==> src/rtl/core/integer_matrix_multiply_core_macros.svh <==
// Assertion helpers for the core module.
`ifndef INTEGER_MATRIX_MULTIPLY_CORE_MACROS_SVH
`define INTEGER_MATRIX_MULTIPLY_CORE_MACROS_SVH

// Same-cycle implication, ignored while reset is high.
`define IMM_ASSERT_NOW(label, cond, check, msg) \
  label: assert property (@(posedge clk) disable iff (rst) (cond) |-> (check)) \
    else $error(msg);

// Next-cycle implication, ignored while reset is high.
`define IMM_ASSERT_NEXT(label, cond, check, msg) \
  label: assert property (@(posedge clk) disable iff (rst) (cond) |=> (check)) \
    else $error(msg);

`endif

==> src/rtl/core/imm_pkg.sv <==
package imm_pkg;

  localparam int MATRIX_DIM  = 8;
  localparam int INDEX_REACH = 8;
  localparam int STORE_DEPTH = MATRIX_DIM * MATRIX_DIM;
  localparam int ADDR_W      = $clog2(STORE_DEPTH);
  localparam int IDX_W       = 3;
  localparam int SIZE_W      = 4;
  localparam int ELEM_W      = 16;
  localparam int MUL_W       = 2 * ELEM_W;
  localparam int PROD_W      = 35;
  localparam int EFF_CAP     = (MATRIX_DIM < INDEX_REACH) ? MATRIX_DIM : INDEX_REACH;
  localparam logic [SIZE_W-1:0] SIZE_RESET = 4'd8;

  typedef enum logic [1:0] {
    ACT_WRITE_A = 2'd0,
    ACT_WRITE_B = 2'd1,
    ACT_COMPUTE = 2'd2,
    ACT_UNUSED  = 2'd3
  } action_t;

  typedef enum logic [2:0] {
    ST_IDLE  = 3'b001,
    ST_ISSUE = 3'b010,
    ST_DRAIN = 3'b100
  } state_t;

  // Sideband that travels with each memory read through the pipeline.
  typedef struct packed {
    logic             valid;
    logic             first;
    logic             last;
    logic             row_last;
    logic [IDX_W-1:0] col;
  } tag_t;

endpackage

==> src/rtl/core/integer_matrix_multiply_core.sv <==
// Integer matrix multiply core.
// Input channel (in_valid / in_stall) carries one transaction per item:
//   action 0 writes element_value into A[row_index][col_index], action 1 into
//   B; action 2 computes result row row_index; action 3 is dropped.
// Output channel (out_valid / out_stall) carries one result element per
//   transaction: product_value = sum over k of A[row][k]*B[k][col], 35-bit
//   signed, with out_row, out_col and row_last on the final column.
// cfg_wr_en / cfg_wr_data set active_size (reset 8, used up to 8); write it
//   only while the core is idle.
// Sequencing: a compute of size s issues s reads of the A and B memories per
//   column (one read port each, one multiply-accumulate per cycle), then
//   drains the read and multiply registers into the accumulator. in_stall
//   stays high until the last column has been accumulated.
// A column starts only when the output register is empty or being taken, so
//   a stalled receiver holds the sequencer at the next column boundary.
// Reset clears the sequencer, pipeline valids and output valid; the matrix
//   memories are not cleared and must be written before use.
`include "integer_matrix_multiply_core_macros.svh"

module integer_matrix_multiply_core (
  input  logic                                 clk,
  input  logic                                 rst,
  input  logic                                 cfg_wr_en,
  input  logic [imm_pkg::SIZE_W-1:0]           cfg_wr_data,
  input  logic                                 in_valid,
  output logic                                 in_stall,
  input  logic [1:0]                           action,
  input  logic [imm_pkg::IDX_W-1:0]            row_index,
  input  logic [imm_pkg::IDX_W-1:0]            col_index,
  input  logic signed [imm_pkg::ELEM_W-1:0]    element_value,
  output logic                                 out_valid,
  input  logic                                 out_stall,
  output logic signed [imm_pkg::PROD_W-1:0]    product_value,
  output logic [imm_pkg::IDX_W-1:0]            out_row,
  output logic [imm_pkg::IDX_W-1:0]            out_col,
  output logic                                 row_last
);

  // Operand memories, row-major.
  logic signed [imm_pkg::ELEM_W-1:0] mem_a [imm_pkg::STORE_DEPTH];
  logic signed [imm_pkg::ELEM_W-1:0] mem_b [imm_pkg::STORE_DEPTH];

  logic [imm_pkg::SIZE_W-1:0] active_size;
  logic [imm_pkg::SIZE_W-1:0] eff_size;
  logic [imm_pkg::SIZE_W-1:0] eff_last;

  imm_pkg::state_t state;
  logic [imm_pkg::IDX_W-1:0] cur_row;
  logic [imm_pkg::IDX_W-1:0] col_cnt;
  logic [imm_pkg::IDX_W-1:0] k_cnt;

  logic in_accept;
  logic wr_ok;
  logic [imm_pkg::ADDR_W-1:0] wr_addr;
  logic [imm_pkg::ADDR_W-1:0] a_addr;
  logic [imm_pkg::ADDR_W-1:0] b_addr;
  logic out_free;
  logic issue;
  logic k_last;
  logic j_last;

  imm_pkg::tag_t rd_tag;
  imm_pkg::tag_t mul_tag;
  logic signed [imm_pkg::ELEM_W-1:0] a_rd;
  logic signed [imm_pkg::ELEM_W-1:0] b_rd;
  logic signed [imm_pkg::MUL_W-1:0]  mul_prod;
  logic signed [imm_pkg::PROD_W-1:0] acc;
  logic signed [imm_pkg::PROD_W-1:0] acc_next;
  logic col_done;

  // Saturate the configured size to what the store and index fields reach.
  assign eff_size = (active_size > imm_pkg::SIZE_W'(imm_pkg::EFF_CAP)) ?
                    imm_pkg::SIZE_W'(imm_pkg::EFF_CAP) : active_size;
  assign eff_last = eff_size - imm_pkg::SIZE_W'(1);

  assign in_stall  = (state != imm_pkg::ST_IDLE);
  assign in_accept = in_valid && !in_stall;

  assign wr_ok   = (int'(row_index) < imm_pkg::MATRIX_DIM) &&
                   (int'(col_index) < imm_pkg::MATRIX_DIM);
  assign wr_addr = imm_pkg::ADDR_W'(int'(row_index) * imm_pkg::MATRIX_DIM + int'(col_index));
  assign a_addr  = imm_pkg::ADDR_W'(int'(cur_row) * imm_pkg::MATRIX_DIM + int'(k_cnt));
  assign b_addr  = imm_pkg::ADDR_W'(int'(k_cnt) * imm_pkg::MATRIX_DIM + int'(col_cnt));

  // Start a column only when the output slot is empty or draining now.
  assign out_free = !out_valid || !out_stall;
  assign issue    = (state == imm_pkg::ST_ISSUE) && ((k_cnt != '0) || out_free);
  assign k_last   = ({1'b0, k_cnt} == eff_last);
  assign j_last   = ({1'b0, col_cnt} == eff_last);
  assign col_done = mul_tag.valid && mul_tag.last;

  assign acc_next = (mul_tag.first ? '0 : acc) + imm_pkg::PROD_W'(mul_prod);

  always_ff @(posedge clk) begin
    if (rst) begin
      active_size <= imm_pkg::SIZE_RESET;
    end else if (cfg_wr_en) begin
      active_size <= cfg_wr_data;
    end
  end

  // Memory writes occur only while idle; only reads made while issuing are used,
  // so the busy stall is the interlock between them.
  always_ff @(posedge clk) begin
    if (in_accept && wr_ok && (action == imm_pkg::ACT_WRITE_A)) begin
      mem_a[wr_addr] <= element_value;
    end
    if (in_accept && wr_ok && (action == imm_pkg::ACT_WRITE_B)) begin
      mem_b[wr_addr] <= element_value;
    end
    a_rd <= mem_a[a_addr];
    b_rd <= mem_b[b_addr];
  end

  // Sequencer: walk columns, and k within each column.
  always_ff @(posedge clk) begin
    if (rst) begin
      state   <= imm_pkg::ST_IDLE;
      col_cnt <= '0;
      k_cnt   <= '0;
    end else begin
      unique case (state)
        imm_pkg::ST_IDLE: begin
          col_cnt <= '0;
          k_cnt   <= '0;
          if (in_accept && (action == imm_pkg::ACT_COMPUTE) &&
              ({1'b0, row_index} < eff_size)) begin
            state <= imm_pkg::ST_ISSUE;
          end
        end
        imm_pkg::ST_ISSUE: begin
          if (issue) begin
            if (k_last) begin
              k_cnt <= '0;
              state <= imm_pkg::ST_DRAIN;
            end else begin
              k_cnt <= k_cnt + imm_pkg::IDX_W'(1);
            end
          end
        end
        imm_pkg::ST_DRAIN: begin
          if (col_done) begin
            if (mul_tag.row_last) begin
              state <= imm_pkg::ST_IDLE;
            end else begin
              col_cnt <= col_cnt + imm_pkg::IDX_W'(1);
              state   <= imm_pkg::ST_ISSUE;
            end
          end
        end
        default: state <= imm_pkg::ST_IDLE;
      endcase
    end
  end

  always_ff @(posedge clk) begin
    if (in_accept && (action == imm_pkg::ACT_COMPUTE)) begin
      cur_row <= row_index;
    end
  end

  // Read tag, multiply, accumulate; column sums land in the output register.
  always_ff @(posedge clk) begin
    if (rst) begin
      rd_tag.valid  <= 1'b0;
      mul_tag.valid <= 1'b0;
    end else begin
      rd_tag.valid  <= issue;
      mul_tag.valid <= rd_tag.valid;
    end
    rd_tag.first    <= (k_cnt == '0);
    rd_tag.last     <= k_last;
    rd_tag.row_last <= j_last;
    rd_tag.col      <= col_cnt;
    mul_tag.first    <= rd_tag.first;
    mul_tag.last     <= rd_tag.last;
    mul_tag.row_last <= rd_tag.row_last;
    mul_tag.col      <= rd_tag.col;
    mul_prod         <= a_rd * b_rd;
    if (mul_tag.valid) begin
      acc <= acc_next;
    end
  end

  always_ff @(posedge clk) begin
    if (rst) begin
      out_valid <= 1'b0;
    end else if (col_done) begin
      out_valid <= 1'b1;
    end else if (!out_stall) begin
      out_valid <= 1'b0;
    end
    if (col_done) begin
      product_value <= acc_next;
      out_row       <= cur_row;
      out_col       <= mul_tag.col;
      row_last      <= mul_tag.row_last;
    end
  end

  `IMM_ASSERT_NOW(a_no_overwrite, col_done, !out_valid,
                  "column result would overwrite a waiting result")
  `IMM_ASSERT_NOW(a_pipe_empty_on_accept, in_accept, !rd_tag.valid && !mul_tag.valid,
                  "transaction accepted while reads are in flight")
  `IMM_ASSERT_NOW(a_out_from_acc, $rose(out_valid), $past(col_done),
                  "result appeared without a finished column")

endmodule

==> config.mk <==
export PLATFORM = sky130hd
export DESIGN_NAME = integer_matrix_multiply_core
export DESIGN_NICKNAME = d
export VERILOG_FILES = /design/src/rtl/core/imm_pkg.sv /design/src/rtl/core/integer_matrix_multiply_core.sv
export VERILOG_INCLUDE_DIRS = /design/src /design/src/rtl/core
export SDC_FILE = /design/constraint.sdc
export NUM_CORES = 2
export LEC_CHECK = 0
export ABC_AREA = 1
export BUFFER_PORTS_ARGS = -buffer_cell sky130_fd_sc_hd__buf_2
export CAP_MARGIN = 10
export CORE_UTILIZATION = 60
export CTS_CLUSTER_DIAMETER = 50
export DETAILED_ROUTE_END_ITERATION = 10
export GPL_TIMING_DRIVEN = 0
export PLACE_DENSITY = 0.76
export SLEW_MARGIN = 20
export SYNTH_ARGS = -nofsm -noshare
export SYNTH_HDL_FRONTEND = slang
export SYNTH_SLANG_ARGS = --single-unit
==> constraint.sdc <==
create_clock -name clk -period 9.5 [get_ports clk]
set_input_delay 0.95 -clock clk [delete_from_list [all_inputs] [get_ports clk]]
set_output_delay 0.95 -clock clk [all_outputs]
set_load 0.01 [all_outputs]
Yosys cells after proc, flatten, opt, wreduce, memory -nomap -nowiden
Memories as Yosys holds them, arrays and structs flattened. A register that Yosys moved wholly into a read port is not among the register bits. Cells that the tools add are included.

Output and inout port bits: 44. Bits in registers: 140. Input port bits: 33. Memory bits (writable): 2048. Word-level logic and storage cells: 88. Memories kept: 2.

Order comparisons: 2. Multiply operators: 1. Reductions and logical operators: 20. Add/subtract/negate cells: 7. Equality and inequality tests: 14. Mux-type cells: 20.

Memories: mem_a (depth 64, bits a word 16, read ports 1, clocked after memory_dff 1, wr ports 1, line integer_matrix_multiply_core.sv:40) `logic signed [imm_pkg::ELEM_W-1:0] mem_a [imm_pkg::STORE_DEPTH];`; mem_b (depth 64, bits a word 16, read ports 1, clocked after memory_dff 1, wr ports 1, line integer_matrix_multiply_core.sv:41) `logic signed [imm_pkg::ELEM_W-1:0] mem_b [imm_pkg::STORE_DEPTH];`.

Operator list (count): adder 35 bit (1); two-way mux 35 bit (1); multiplier 16 x 16 -> 32 bit (1); two-way mux 3 bit (8); adder 6 x 3 -> 6 bit (3); case mux 3 bit (2 select lines) (2); inequality test 2 bit (second input constant) (5); case mux 3 bit (3 select lines) (1); == test 3 x 4 -> 1 bit (2); logical AND 1 bit (7); adder 3 x 1 -> 3 bit (second input constant) (2); two-way mux 1 bit (6); greater-than comparator 4 bit (second input constant) (1); < comparator 3 x 4 -> 1 bit (1); two-way mux 4 bit (1); AND reduction 4 bit (1); nonzero test 2 bit (2); subtractor 4 x 1 -> 4 bit (second input constant) (1); == test 3 x 1 -> 1 bit (second input constant) (1); == test 3 x 2 -> 1 bit (second input constant) (1); == test 3 bit (second input constant) (1); zero test 1 bit (3); zero test 3 bit (1); inequality test 3 x 1 -> 1 bit (second input constant) (1); 9 further kinds (10).

Logic depth before layout (Yosys ltp)
Depth after elaboration: 7. Gate-level depth with buffers: 27. Mapped depth without buffers: 25.

Least setup slack after synthesis
Ideal clock, no wire load.

Path kind: reg2reg. From: register a_rd[15] (netlist bit) (read register of mem_a). To: register mul_prod[26] (netlist bit). Data required time: 9.387 ns. Stages on the path, launching flop included: 18. Library setup time: 0.113 ns. Period minus slack after synthesis: 5.409 ns. Data arrival time: 5.297 ns. Setup slack: 4.091 ns. Cell sequence: dfxtp_1 > clkbuf_1 > nand2_1 > inv_1 > fa_1 > fa_1 > inv_1 > fa_1 > inv_1 > fa_1 > fa_1 > fa_1 > ha_1 > nand2_1 > nor4_1 > nand3_1 > nand4_1 > nand2_1.

Word-level cells in the longest chain between the ends: 1.

RTL lines: from (decl) (line integer_matrix_multiply_core.sv:64) `logic signed [imm_pkg::ELEM_W-1:0] a_rd;`; multiplier 16 x 16 -> 32 bit (line integer_matrix_multiply_core.sv:179) `mul_prod <= a_rd * b_rd;`; to (signal assigned) (line integer_matrix_multiply_core.sv:179); to (decl) (line integer_matrix_multiply_core.sv:66) `logic signed [imm_pkg::MUL_W-1:0] mul_prod;`.

Every way passes these cells. A chain may end at the register's enable or synchronous reset.

Worst setup path after layout
From: register b_rd[3] (netlist bit) (read register of mem_b). To: register mul_prod[30] (netlist bit).

Word-level cells in the longest chain between the ends: 1.

RTL lines: from (decl) (line integer_matrix_multiply_core.sv:65) `logic signed [imm_pkg::ELEM_W-1:0] b_rd;`; multiplier 16 x 16 -> 32 bit (line integer_matrix_multiply_core.sv:179).

Every way passes these cells.

==> flow_metrics.py <==
metrics = {
    "outcome": {
        "status": "finished, final reports clean",
    },
    "drt": {
        "drt_iter0_drc": 12700,
        "top_layer": "met5",
        "met3_length_mm": 49.8,
        "vias_per_cell": 6.29,
        "wl_mm": 345,
        "drt.antenna.violating_nets": 0,
        "routed-via-count": 74900,
        "wl_met2_mm": 152,
        "dr.pass1.iters": 9,
        "wl_met1_mm": 119,
        "wire_per_inst_um": 28.9,
        "drc_errors": 0,
    },
    "worst_setup_path": {
        "crit_cells": 20,
        "r2r_cells": 20,
        "crit_path_cell_trace": "clkbuf_1 > clkbuf_1 > nand2_1 > inv_1 > fa_1 > fa_1 > inv_1 > fa_1 > fa_1 > fa_1 > fa_1 > inv_1 > ha_1 > nand2_1 > nor3_1 > nand2_1 > a21oi_1 > nor2_1 > nand3_1 > nand2_1",
        "crit_slowest_cell": "fa_1",
        "cp_max_fo": 10,
        "startpoint_type": "flip-flop",
        "r2r_slack_ns": 2.73,
        "reg2reg_from": "b_rd[3]",
        "worstSetupPathType": "flip-flop to flip-flop",
        "critPathTopFamily": "adder cells",
        "worstSetupEndpointType": "flip-flop",
        "arrival_ns": 7.51,
        "worstPathRequired_ns": 10.25,
        "slowest_delay_ns": 0.90,
        "crit_top_cell": "fa_1",
        "worst-path-buf-inv": 5,
        "startpoint": "b_rd[3]",
    },
    "placement": {
        "port_buffers": 76,
        "gp_congestion": 1.03,
        "dp_hpwl_mm": 244,
        "preCtsSetupSlack_ns": 2.79,
    },
    "synthesis": {
        "syn-num-nets": 9536,
        "ys_ff_latch": 2220,
        "ys_types": 38,
        "synth_edf_count": 2128,
        "ys.flop_type": "edfxtp_1",
        "synth_top_area_cell": "edfxtp_1",
        "synth_top_cell_area_share_pct": 63.5,
        "synth.cell_area_um2": 101000,
        "ys_async_sr_fraction_pct": 0,
        "synth_cells": 9118,
        "synth.yosys.warnings": 0,
        "synthTopCellsByArea": "edfxtp_1, nand2_1, nand3_1",
        "postSynthAreaPerCell_um2": 11.0,
        "synth_seq_area_share_pct": 65.4,
    },
    "cts": {
        "cts_tree": "built",
        "ctsResizeCount": 0,
        "cts_root_buffer": "clkbuf_16",
        "hold_buffers": 0,
        "cts.sinks": 2220,
        "clock_path_buffers": 3,
        "cts.htree.levels": 4,
        "insertion_delay_ns": 0.91,
        "post_cts_buffers": 0,
        "cts.reportedPaths.clkPinSlew_ns": 0.06,
        "cts_buffers": 220,
    },
    "sta": {
        "layout_setup_ws_ns": 2.73,
        "fin_tns_setup_ns": 0,
        "slew_viol_final": 0,
        "tightest_slew_ns": 1.32,
        "finalSetupViolCount": 0,
        "slew_headroom_pct": 11.3,
        "period_share_pct": 71.2,
        "grt_setup_unrepaired": "false",
        "worst_clock_skew_ns": 0.0778,
        "period_needed_ns": 6.77,
        "hold_viol": 0,
        "max_freq_mhz": 148,
    },
    "global_route": {
        "grt_start_max_net_pins": 89,
        "grt.total_usage_pct": 40.6,
        "overflow": 0,
        "grt_pass1_vias": 72000,
        "grt_pass1_wl_mm": 486,
        "antenna_found_initial": 27,
    },
    "worst_hold_path": {
        "holdPathStages": 1,
        "hold_path_startpoint": "element_value[13]",
        "hold_class": "input pin to flip-flop",
    },
    "floorplanning": {
        "core_area_um2": 166000,
        "dieArea_um2": 169000,
        "die_h_um": 411,
        "placementRows": 149,
        "initial_core_util_pct": 60.7,
        "die_width_um": 411,
        "io_pins": 77,
    },
    "finish": {
        "final_common_cell": "nand2_1",
        "drive_above_1_share_pct": 9.82,
        "nets": 9950,
        "layout_common_cells": "nand2_1, edfxtp_1, nand3_1, inv_1, buf_2",
        "final_util_pct": 68.8,
        "area_delta_synth_final_pct": 13.4,
    },
    "flow_run": {
        "cap_violations": 0,
    },
}
logic make-up after synthesis:
family                   Yosys count  synth area share (%)
adder cells (fa/ha/maj)          385                  6.75
AND/OR/NAND/NOR                 5135                  21.7
AO/OA/AOI/OAI                    207                  1.18
buffers and inverters           1121                  4.61
flip-flops                      2220                  65.4
XOR/XNOR                          50                 0.435
path summary, 6_finish.rpt:
path,end
hold reg to reg,mul_tag[3]
setup / recovery,mul_prod[30]
setup reg to reg,mul_prod[30]
hold / removal,mem_b[53][13]
metrics by stage:
stage / area [µm²] / hold WS (ns) / instances
finish: 114000 / 0.260 / 11900
global route: 114000 / 0.242 / 11900
CTS: 114000 / 0.217 / 11900
detailed placement: 107000 / 0.313 / 11500
global placement: 104000 / 0.312 / 11400
floorplan: 101000 / 0.310 / 9118
per-layer routing:
metal	GRT usage (%)	vias to the layer above
met1	52.7	35900
met2	61.5	5831
met4	23.0	14
li1	-	31900
met3	11.6	1267
met5	0.113	-
flip-flops by register name, indices dropped and copies added (netlist names), 4 cells and up:
name,cells
a_rd,16
active_size,4
b_rd,16
mem_a,1024
product_value,35
mem_b,1024
acc,35
rd_tag,7
mul_prod,32
mul_tag,7
final cells by class:
| cell class | count | area [µm²] |
|---|---|---|
| Antenna cell | 13 | 32.5 |
| Buffer | 519 | 2380 |
| Clock buffer | 275 | 5770 |
| Clock inverter | 130 | 1130 |
| Fill cell | 11900 | 51700 |
| Inverter | 602 | 2260 |
| Multi-Input combinational cell | 5777 | 31000 |
| Sequential cell | 2220 | 65700 |
| Tap cell | 2189 | 2740 |
| Timing Repair Buffer | 192 | 2910 |
cell usage after synthesis, types with 2 or more instances:
cell type     n
nand2_1    2894
edfxtp_1   2128
nand3_1    1878
inv_1       596
buf_2       287
nor2_1      285
fa_1        263
clkbuf_1    158
ha_1        122
a21oi_1     106
dfxtp_1      92
buf_1        56
o21ai_0      42
xor2_1       37
o211ai_1     32
nor3_1       31
buf_4        18
nand4_1      17
and2_1       16
o21bai_1     13
xnor2_1      13
a21o_1        7
inv_2         5
or2_2         4
nand3b_1      3
nor4_1        2
o21a_1        2
Power is left out: the tool's default activity adds up to more than one toggle a clock period on the data nets, which glitch-free logic cannot reach.
